## config.mk

```make
export PLATFORM = sky130hd
export DESIGN_NAME = lru_replacement_tracker_core
export DESIGN_NICKNAME = d
export VERILOG_FILES = /design/src/sv/lru_pkg.sv /design/src/sv/lru_ctrl.sv /design/src/sv/lru_dp.sv /design/src/sv/lru_replacement_tracker_core.sv
export SDC_FILE = /design/constraint.sdc
export NUM_CORES = 2
export LEC_CHECK = 0
export BUFFER_PORTS_ARGS = -buffer_cell sky130_fd_sc_hd__buf_2
export CAP_MARGIN = 20
export CORE_UTILIZATION = 25
export DETAILED_ROUTE_END_ITERATION = 6
export GPL_TIMING_DRIVEN = 0
export SLEW_MARGIN = 20
export SYNTH_ARGS = -nofsm -noshare
export SYNTH_HDL_FRONTEND = slang
export SYNTH_SLANG_ARGS = --single-unit
```

## constraint.sdc

```tcl
create_clock -name clk -period 7.73 [get_ports clk]
set_input_delay 1.1595 -clock clk [delete_from_list [all_inputs] [get_ports clk]]
set_output_delay 1.1595 -clock clk [all_outputs]
set_load 0.05 [all_outputs]
```

## src/sv/lru_pkg.sv

```systemverilog
// lru_pkg: types, codes and sizes shared by the lru replacement tracker
// depends on nothing
package lru_pkg;
  localparam int ENTRIES = 16;
  localparam int KEY_BITS = 32;
  localparam int IDX_W = $clog2(ENTRIES);
  localparam int CNT_W = $clog2(ENTRIES + 1);

  typedef enum logic [2:0] {
    CMD_ACCESS = 3'd0,
    CMD_INSERT = 3'd1,
    CMD_REMOVE = 3'd2,
    CMD_EVICT  = 3'd3,
    CMD_CLEAR  = 3'd4
  } cmd_t;

  typedef enum logic [2:0] {
    ST_OK        = 3'd0,
    ST_NOT_FOUND = 3'd1,
    ST_PRESENT   = 3'd2,
    ST_EMPTY     = 3'd3,
    ST_FULL      = 3'd4
  } status_t;

  typedef enum logic [1:0] {
    S_IDLE,
    S_EXEC,
    S_OUT
  } state_t;

  typedef struct packed {
    logic [2:0]  command;
    logic [31:0] key;
  } in_req_t;

  typedef struct packed {
    logic [2:0]  status;
    logic [31:0] evicted_key;
    logic [4:0]  occupancy;
    logic [31:0] eviction_count;
  } out_req_t;

  // controller to datapath
  typedef struct packed {
    logic load;
    logic exec;
  } dp_cmd_t;
endpackage

```

## src/sv/lru_ctrl.sv

```systemverilog
// lru_ctrl: request sequencing for the tracker
// depends on lru_pkg
module lru_ctrl (
  input  logic             clk,
  input  logic             rst_n,
  input  logic             in_valid,
  output logic             in_stall,
  output logic             out_valid,
  input  logic             out_stall,
  output lru_pkg::dp_cmd_t dp_cmd
);
  import lru_pkg::*;

  state_t state_r, state_nxt;

  always_ff @(posedge clk) begin
    if (!rst_n) state_r <= S_IDLE;
    else state_r <= state_nxt;
  end

  always_comb begin
    state_nxt = state_r;
    in_stall = 1'b1;
    out_valid = 1'b0;
    dp_cmd = '0;
    case (state_r)
      S_IDLE: begin
        in_stall = 1'b0;
        if (in_valid) begin
          dp_cmd.load = 1'b1;
          state_nxt = S_EXEC;
        end
      end
      S_EXEC: begin
        dp_cmd.exec = 1'b1;
        state_nxt = S_OUT;
      end
      S_OUT: begin
        out_valid = 1'b1;
        if (!out_stall) state_nxt = S_IDLE;
      end
      default: state_nxt = S_IDLE;
    endcase
  end
endmodule

```

## src/sv/lru_dp.sv

```systemverilog
// lru_dp: key store, recency ranks, counters and result register
// depends on lru_pkg
module lru_dp (
  input  logic               clk,
  input  logic               rst_n,
  input  lru_pkg::dp_cmd_t   dp_cmd,
  input  lru_pkg::in_req_t   in_data,
  output lru_pkg::out_req_t  out_data
);
  import lru_pkg::*;

  logic [KEY_BITS-1:0] key_mem [ENTRIES];
  logic [ENTRIES-1:0]  valid_r;
  logic [IDX_W-1:0]    rank_r [ENTRIES];
  logic [CNT_W-1:0]    used_r;
  logic [31:0]         evc_r;
  logic [2:0]          cmd_r;
  logic [KEY_BITS-1:0] key_r;
  out_req_t            res_r;

  // lookup on the latched request
  logic [ENTRIES-1:0] hit, lru_hit;
  logic               found, any_free, any_lru;
  logic [IDX_W-1:0]   hit_idx, free_idx, lru_idx;
  logic [IDX_W-1:0]   last_rank;

  assign last_rank = IDX_W'(used_r - CNT_W'(1));

  always_comb begin
    hit_idx = '0;
    free_idx = '0;
    lru_idx = '0;
    any_free = 1'b0;
    for (int i = 0; i < ENTRIES; i++) begin
      hit[i] = valid_r[i] && key_mem[i] == key_r;
      lru_hit[i] = valid_r[i] && rank_r[i] == last_rank;
      if (hit[i]) hit_idx = IDX_W'(i);
      if (lru_hit[i]) lru_idx = IDX_W'(i);
    end
    for (int i = ENTRIES - 1; i >= 0; i--) begin
      if (!valid_r[i]) begin
        free_idx = IDX_W'(i);
        any_free = 1'b1;
      end
    end
    found = |hit;
    any_lru = |lru_hit;
  end

  logic [IDX_W-1:0] tgt_idx, tgt_rank;
  assign tgt_idx = (cmd_r == CMD_EVICT) ? lru_idx : hit_idx;
  assign tgt_rank = rank_r[tgt_idx];

  always_ff @(posedge clk) begin
    if (dp_cmd.load) begin
      cmd_r <= in_data.command;
      key_r <= KEY_BITS'(in_data.key);
    end
    if (dp_cmd.exec && cmd_r == CMD_INSERT && !found && any_free &&
        used_r < CNT_W'(ENTRIES))
      key_mem[free_idx] <= key_r;
  end

  always_ff @(posedge clk) begin
    if (!rst_n) begin
      valid_r <= '0;
      used_r <= '0;
      evc_r <= '0;
      for (int i = 0; i < ENTRIES; i++) rank_r[i] <= '0;
    end else if (dp_cmd.exec) begin
      case (cmd_r)
        CMD_ACCESS: begin
          res_r.evicted_key <= '0;
          if (!found) res_r.status <= ST_NOT_FOUND;
          else begin
            res_r.status <= ST_OK;
            for (int i = 0; i < ENTRIES; i++)
              if (valid_r[i] && rank_r[i] < tgt_rank) rank_r[i] <= rank_r[i] + 1'b1;
            rank_r[tgt_idx] <= '0;
          end
          res_r.occupancy <= 5'(used_r);
          res_r.eviction_count <= evc_r;
        end
        CMD_INSERT: begin
          res_r.evicted_key <= '0;
          res_r.eviction_count <= evc_r;
          if (found) begin
            res_r.status <= ST_PRESENT;
            res_r.occupancy <= 5'(used_r);
          end else if (used_r >= CNT_W'(ENTRIES) || !any_free) begin
            res_r.status <= ST_FULL;
            res_r.occupancy <= 5'(used_r);
          end else begin
            res_r.status <= ST_OK;
            for (int i = 0; i < ENTRIES; i++)
              if (valid_r[i]) rank_r[i] <= rank_r[i] + 1'b1;
            rank_r[free_idx] <= '0;
            valid_r[free_idx] <= 1'b1;
            used_r <= used_r + 1'b1;
            res_r.occupancy <= 5'(used_r + 1'b1);
          end
        end
        CMD_REMOVE, CMD_EVICT: begin
          if ((cmd_r == CMD_REMOVE && !found) || (cmd_r == CMD_EVICT && !any_lru)) begin
            res_r.status <= (cmd_r == CMD_EVICT) ? ST_EMPTY : ST_NOT_FOUND;
            res_r.evicted_key <= '0;
            res_r.occupancy <= 5'(used_r);
            res_r.eviction_count <= evc_r;
          end else begin
            res_r.status <= ST_OK;
            for (int i = 0; i < ENTRIES; i++)
              if (valid_r[i] && rank_r[i] > tgt_rank) rank_r[i] <= rank_r[i] - 1'b1;
            rank_r[tgt_idx] <= '0;
            valid_r[tgt_idx] <= 1'b0;
            used_r <= used_r - 1'b1;
            res_r.occupancy <= 5'(used_r - 1'b1);
            if (cmd_r == CMD_EVICT) begin
              res_r.evicted_key <= 32'(key_mem[tgt_idx]);
              evc_r <= evc_r + 32'd1;
              res_r.eviction_count <= evc_r + 32'd1;
            end else begin
              res_r.evicted_key <= '0;
              res_r.eviction_count <= evc_r;
            end
          end
        end
        CMD_CLEAR: begin
          valid_r <= '0;
          for (int i = 0; i < ENTRIES; i++) rank_r[i] <= '0;
          used_r <= '0;
          evc_r <= '0;
          res_r.status <= ST_OK;
          res_r.evicted_key <= '0;
          res_r.occupancy <= '0;
          res_r.eviction_count <= '0;
        end
        default: begin
          res_r.status <= ST_OK;
          res_r.evicted_key <= '0;
          res_r.occupancy <= 5'(used_r);
          res_r.eviction_count <= evc_r;
        end
      endcase
    end
  end

  assign out_data = res_r;
endmodule

```

## src/sv/lru_replacement_tracker_core.sv

```systemverilog
// lru_replacement_tracker_core: top level of the lru replacement tracker
// depends on lru_pkg, lru_ctrl, lru_dp
//
// usage: one request carries a command and a key tag; each request gives
// exactly one result with status, evicted key, occupancy and the eviction
// count. in_valid/in_stall take a request when valid is high and stall low;
// out_valid/out_stall return the result the same way.
// order: a taken request is latched, the tracker is updated and the result
// registered, then the result is held with out_valid until taken; a new
// request is taken only in idle after that, as the rank update for a
// request needs the lookup of the stored keys first.
// reset (rst_n low, synchronous) empties the tracker, clears all ranks and
// zeroes occupancy and eviction count; no clearing pass is needed.
// while out_stall is high the result holds and no new request is taken.
module lru_replacement_tracker_core (
  input  logic              clk,
  input  logic              rst_n,
  input  logic              in_valid,
  output logic              in_stall,
  input  lru_pkg::in_req_t  in_data,
  output logic              out_valid,
  input  logic              out_stall,
  output lru_pkg::out_req_t out_data
);
  import lru_pkg::*;

  dp_cmd_t dp_cmd;

  lru_ctrl u_ctrl (
    .clk(clk), .rst_n(rst_n), .in_valid(in_valid), .in_stall(in_stall),
    .out_valid(out_valid), .out_stall(out_stall), .dp_cmd(dp_cmd)
  );

  lru_dp u_dp (
    .clk(clk), .rst_n(rst_n), .dp_cmd(dp_cmd), .in_data(in_data),
    .out_data(out_data)
  );
endmodule

```

; After elaboration in Yosys (flattened, before gate mapping)
; Memory sizes are Yosys's and may differ from the RTL's.
; Cells that the tools add are included.
[word_totals]
in_bits = 39
regBits = 162
ram_bits = 576
n_memories = 2
[mem_list]
columns = name, depth, word_bits, read_ports, rd_clocked_by_memory_dff, write_ports, line
row1 = u_dp.key_mem, 16, 32, 17, 0, 1, lru_dp.sv:12  ; logic [KEY_BITS-1:0] key_mem [ENTRIES];
row2 = u_dp.rank_r, 16, 4, 17, 0, 17, lru_dp.sv:14  ; logic [IDX_W-1:0] rank_r [ENTRIES];
[classes]
muxes = 488
add_sub_neg = 35
reduce_logical = 90
bitwise_logic = 68
magnitude_cmp = 38
n_eq_ne = 43
[ops]
columns = cell, count
row1 = $eq A32 B32 Y1, 16
row2 = $mux W4, 100
row3 = $mux W1, 354
row4 = $pmux W72 S4, 1
row5 = $mux W32, 3
row6 = $logic_and A1 B1 Y1, 72
row7 = $mux W72, 1
row8 = $or A1 B1 Y1, 65
row9 = $add A4 B1 Y4 const B, 16
row10 = $eq A4 B4 Y1, 16
row11 = $gt A4 B4 Y1, 16
row12 = $lt A4 B4 Y1, 16
row13 = $pmux W32 S2, 1
row14 = $sub A4 B1 Y4 const B, 16
row15 = $mux W16, 3
row16 = $pmux W16 S3, 1
row17 = $add A32 B1 Y32 const B, 1
row18 = $reduce_or A16 Y1, 2
row19 = $mux W3, 10
row20 = $and A16 B16 Y16, 1
row21 = $not A16 Y16, 1
row22 = $or A16 B16 Y16, 1
row23 = $mux W5, 3
row24 = $pmux W5 S3, 1
row25 = other kinds (26), 45

; Logic depth before layout (Yosys ltp)
; An unclocked memory read counts as a cell.
[logic_depth]
depth_word = 32
ltp_mapped = 35
mapped_depth_nobuf = 28

; By module
; Synthesis repeated with hierarchy kept, for this count alone.
[hier_totals]
cells_unflattened = 3802
area_unflattened_um2 = 42594.6
[modules_own_cells]
columns = module, area_per_inst_um2, cells_per_inst, instances
row1 = lru_dp, 42478.2, 3792, 1
row2 = lru_ctrl, 116.4, 10, 1

; Worst setup path before layout
; Ideal clock, no wire load.
[synth_timing]
path_kind = register -> register
from = register u_dp.used_r[0]
to = memory u_dp.rank_r[2][3] (netlist name)
path_buffers = 7
t_required_ns = 7.660
t_arrival_ns = 7.369
path_stages_with_launch = 28
path_slack_ns = 0.291
path_cell_list = dfxtp_1 > buf_2 > clkbuf_1 > inv_1 > ha_1 > buf_2 > buf_1 > xnor3_1 > nand4_1 > or2_2 > a221o_1 > o31ai_2 > and2_1 > buf_2 > buf_2 > buf_2 > a21oi_1 > a211oi_1 > ha_1 > a41oi_1 > nand4_1 > a211oi_1 > ha_1 > a21o_1 > a21oi_1 > xor2_1 > or3b_2 > a21oi_1
[synth_lines]
columns = element, line
row1 = from (decl), lru_dp.sv:15  ; logic [CNT_W-1:0] used_r;
row2 = from (signal assigned), lru_dp.sv:99  ; used_r <= used_r + 1'b1;
row3 = from (signal assigned), lru_dp.sv:115  ; used_r <= used_r - 1'b1;
row4 = to (decl), lru_dp.sv:14

==> results.yml <==
logic_synthesis:
  synth_fp_nets: 3867
  synth-seq-cells: 738
  synth_area_leaders: "edfxtp_1 44%, xor2_1 8.9%, dfxtp_1 5.6%, mux2i_1 5.1%, xnor2_1 3.0%"
  synthArstFlopShare: 0
  synth_top_area_frac: 0.436
  synth.cell_area_mm2: 0.0426
  avgSynthCellArea_um2: 11.5
  ys_types: 98
  yosysSeqAreaShare: 0.492
  syn_inst: 3721
  ys_warn_count: 0
  synth_edf_count: 619
  synth-main-ff-cell: "edfxtp_1"
  synth_top_area_cell: "edfxtp_1"
detailed_routing:
  drc: 0
  drt-total-wl_um: 191000
  vias_per_cell: 5.44
  dr.pass1.iters: 7
  ant_nets: 0
  drt-initial-drc-count: 4874
  routedWlPerCell_um: 30.3
  dr_total_vias: 34300
setup_path:
  cp_max_fo: 10
  path_class: "reg2reg"
  path_common_cell: "a21oi_1"
  endpoint_kind: "register"
  critPathTopFamily: "compound AO/OA/AOI/OAI gates"
  startpoint_type: "register"
  cp.required_ps: 8350
  max_stage_delay_ps: 630
  slowest_stage: "xor2_1"
  crit_buf_inv: 6
  worstPathArrival_ps: 8210
cells_and_area:
  fill_cells: 17300
  layout_common_cells: "619 x edfxtp_1, 434 x xor2_1, 217 x mux2i_1"
  final_cells: 6300
  drive_gt1_frac: 0.157
  final_common_cell: "edfxtp_1"
  fin_nets: 4155
  syn2layout_area_growth_pct: 18.5
clocking:
  cts.clk_slew.worst_paths_ps: 60
  cts_inserted_buffers: 86
  clk_latency_ps: 740
  cts_tree: "yes"
  clock-root-buffer: "clkbuf_16"
  numClockSinks: 738
  clockBufferDepth: 3
  postCtsHoldBufs: 0
  cts_htree_levels: 3
grt:
  grt-ovfl-total: 0
  antenna_found_initial: 0
  grt_pass1_vias: 32200
  grt_pass1_wl_um: 260000
  grt_usage: 0.214
  grt_max_degree: 41
timing:
  max_slew_margin: 0.277
  period_needed_ps: 7590
  skew_ps: 66.0
  timing.fmax_mhz: 132
  report.final.hold_viol_count: 0
  maxSlewViolCount: 0
  period_share: 0.982
  holdWs_ps: 507
  tns_ps: 0
  setup_viol: 0
  worst_pin_slew_ps: 1090
  rsz0062_at_grt: "no"
min_path:
  holdCritPathClass: "reg2reg"
floorplanning:
  core-area_mm2: 0.169
  io_pins: 113
  die_x_um: 415
  rows: 151
  initial_utilization: 0.252
  die_h_um: 415
  dieArea_mm2: 0.172
run_status:
  status: "finished clean"
power:
  power_mw: 9.94
  vdd_drop_max_mv: 0.167
  total_leakage_power_nw: 17.2
  p_per_area_mw_per_mm2: 197
placement:
  globalplace.congestion: 0.984
  port_buffers: 111
  hpwl_um: 145000
  dp_cells: 6076
flow_run:
  drv_cap: 0
## logic make-up (layout without fill, tap and decap cells)
family                     after synthesis  after routing  share of synthesized area
DFF                                    738            738                      0.492
adders and majority gates              107            107                     0.0327
buffers and inverters                  301            661                     0.0379
xor gates and xnor gates               602            602                      0.132
and+or+nand+nor                       1046           1046                      0.132
AOI/OAI and AO/OA                      658            658                      0.109
muxes                                  269            269                     0.0647
other                                    0              1                          0
## routing by layer
layer  up-vias  wire length [um]  global-route usage
met2      1911             86900               0.342
li1      14700                 -                   -
met1     17300             79200               0.283
met4         0              8750              0.0866
met5         -                 0                   0
met3       331             16400              0.0428
## worst reg2reg max path, delay by kind of cell, from the launching register on
kind,cells,cell delay (ps)
fa+ha+maj,2,610
xor+xnor,1,630
compound gates,9,2110
simple gates,11,1620
buf+inv,6,1360
mux,2,760
flops,1,380
## layout make-up
cell class / count / area (um2) / area share
Sequential cell: 738 / 21000 / 0.415
Multi-Input combinational cell: 2682 / 20400 / 0.404
Tap cell: 2218 / 2780 / 0.0550
Clock buffer: 89 / 2160 / 0.0429
Timing Repair Buffer: 201 / 1710 / 0.0338
Buffer: 229 / 1430 / 0.0283
Clock inverter: 71 / 777 / 0.0154
Inverter: 71 / 275 / 0.00545
Antenna cell: 1 / 2.50 / 0.0000496
## timing repair
| item | 4_1_cts | 5_1_grt |
|---|---|---|
| cloned | 0 | 0 |
| pin swaps | 4 | 7 |
| setup endpoints to repair | 64 | 18 |
| buffers inserted | 55 | 9 |
| gates resized for setup | 29 | 38 |
## power breakdown
group / switching, mW / internal (mW) / total, mW
logic: 0.877 / 0.355 / 1.23
clock network: 1.95 / 2.39 / 4.34
registers: 0.0255 / 4.35 / 4.37
total: 2.85 / 7.09 / 9.94
## sequential cells by signal (all words and copies together), names as in the netlist
register	cells
u_dp.key_mem	512
u_dp.rank_r	64
u_dp.evc_r	32
u_ctrl.state_r	2
u_dp.key_r	32
u_dp.out_data	72
u_dp.cmd_r	3
u_dp.used_r	5
u_dp.valid_r	16
## cells in the mapped netlist, types with 30 or more instances
| cell type | number |
|---|---|
| xnor2_1 | 144 |
| nor2_1 | 173 |
| o211ai_1 | 44 |
| mux2_2 | 49 |
| a221o_1 | 35 |
| inv_1 | 68 |
| clkbuf_1 | 79 |
| nor2b_1 | 30 |
| ha_1 | 100 |
| nand2_1 | 194 |
| buf_6 | 37 |
| buf_4 | 32 |
| nor4_1 | 163 |
| a21oi_1 | 141 |
| edfxtp_1 | 619 |
| nand4_1 | 87 |
| nor3_1 | 72 |
| and3_1 | 46 |
| nand2b_1 | 30 |
| o21ai_0 | 110 |
| o31ai_1 | 57 |
| a22oi_1 | 34 |
| mux2i_1 | 219 |
| nand3_1 | 91 |
| a32o_1 | 31 |
| buf_2 | 71 |
| dfxtp_1 | 119 |
| xor2_1 | 434 |
| or3_1 | 32 |
## stage by stage
stage	instance area [um2]	utilization	setup slack, ps
after floorplan	42600	-	291
after global placement	45900	0.271	-4050
after detailed placement	46600	0.276	-1810
after CTS	50300	0.297	34.1
after global routing	50500	0.298	3.63
final	50500	0.298	142
## worst paths after layout
check                              start                              to  slack, ps  cells after the start
max              u_dp.key_r[6]$_DFFE_PP_  u_dp.rank_r[4][3]$_SDFFE_PP0P_        140                     31
min          u_dp.evc_r[31]$_SDFFE_PN0P_     u_dp.evc_r[31]$_SDFFE_PN0P_        510                      2
max reg2reg      u_dp.key_r[6]$_DFFE_PP_  u_dp.rank_r[4][3]$_SDFFE_PP0P_        140                     31
min reg2reg  u_dp.evc_r[31]$_SDFFE_PN0P_     u_dp.evc_r[31]$_SDFFE_PN0P_        510                      2
Note: power is estimated with default switching activity, not from simulation.
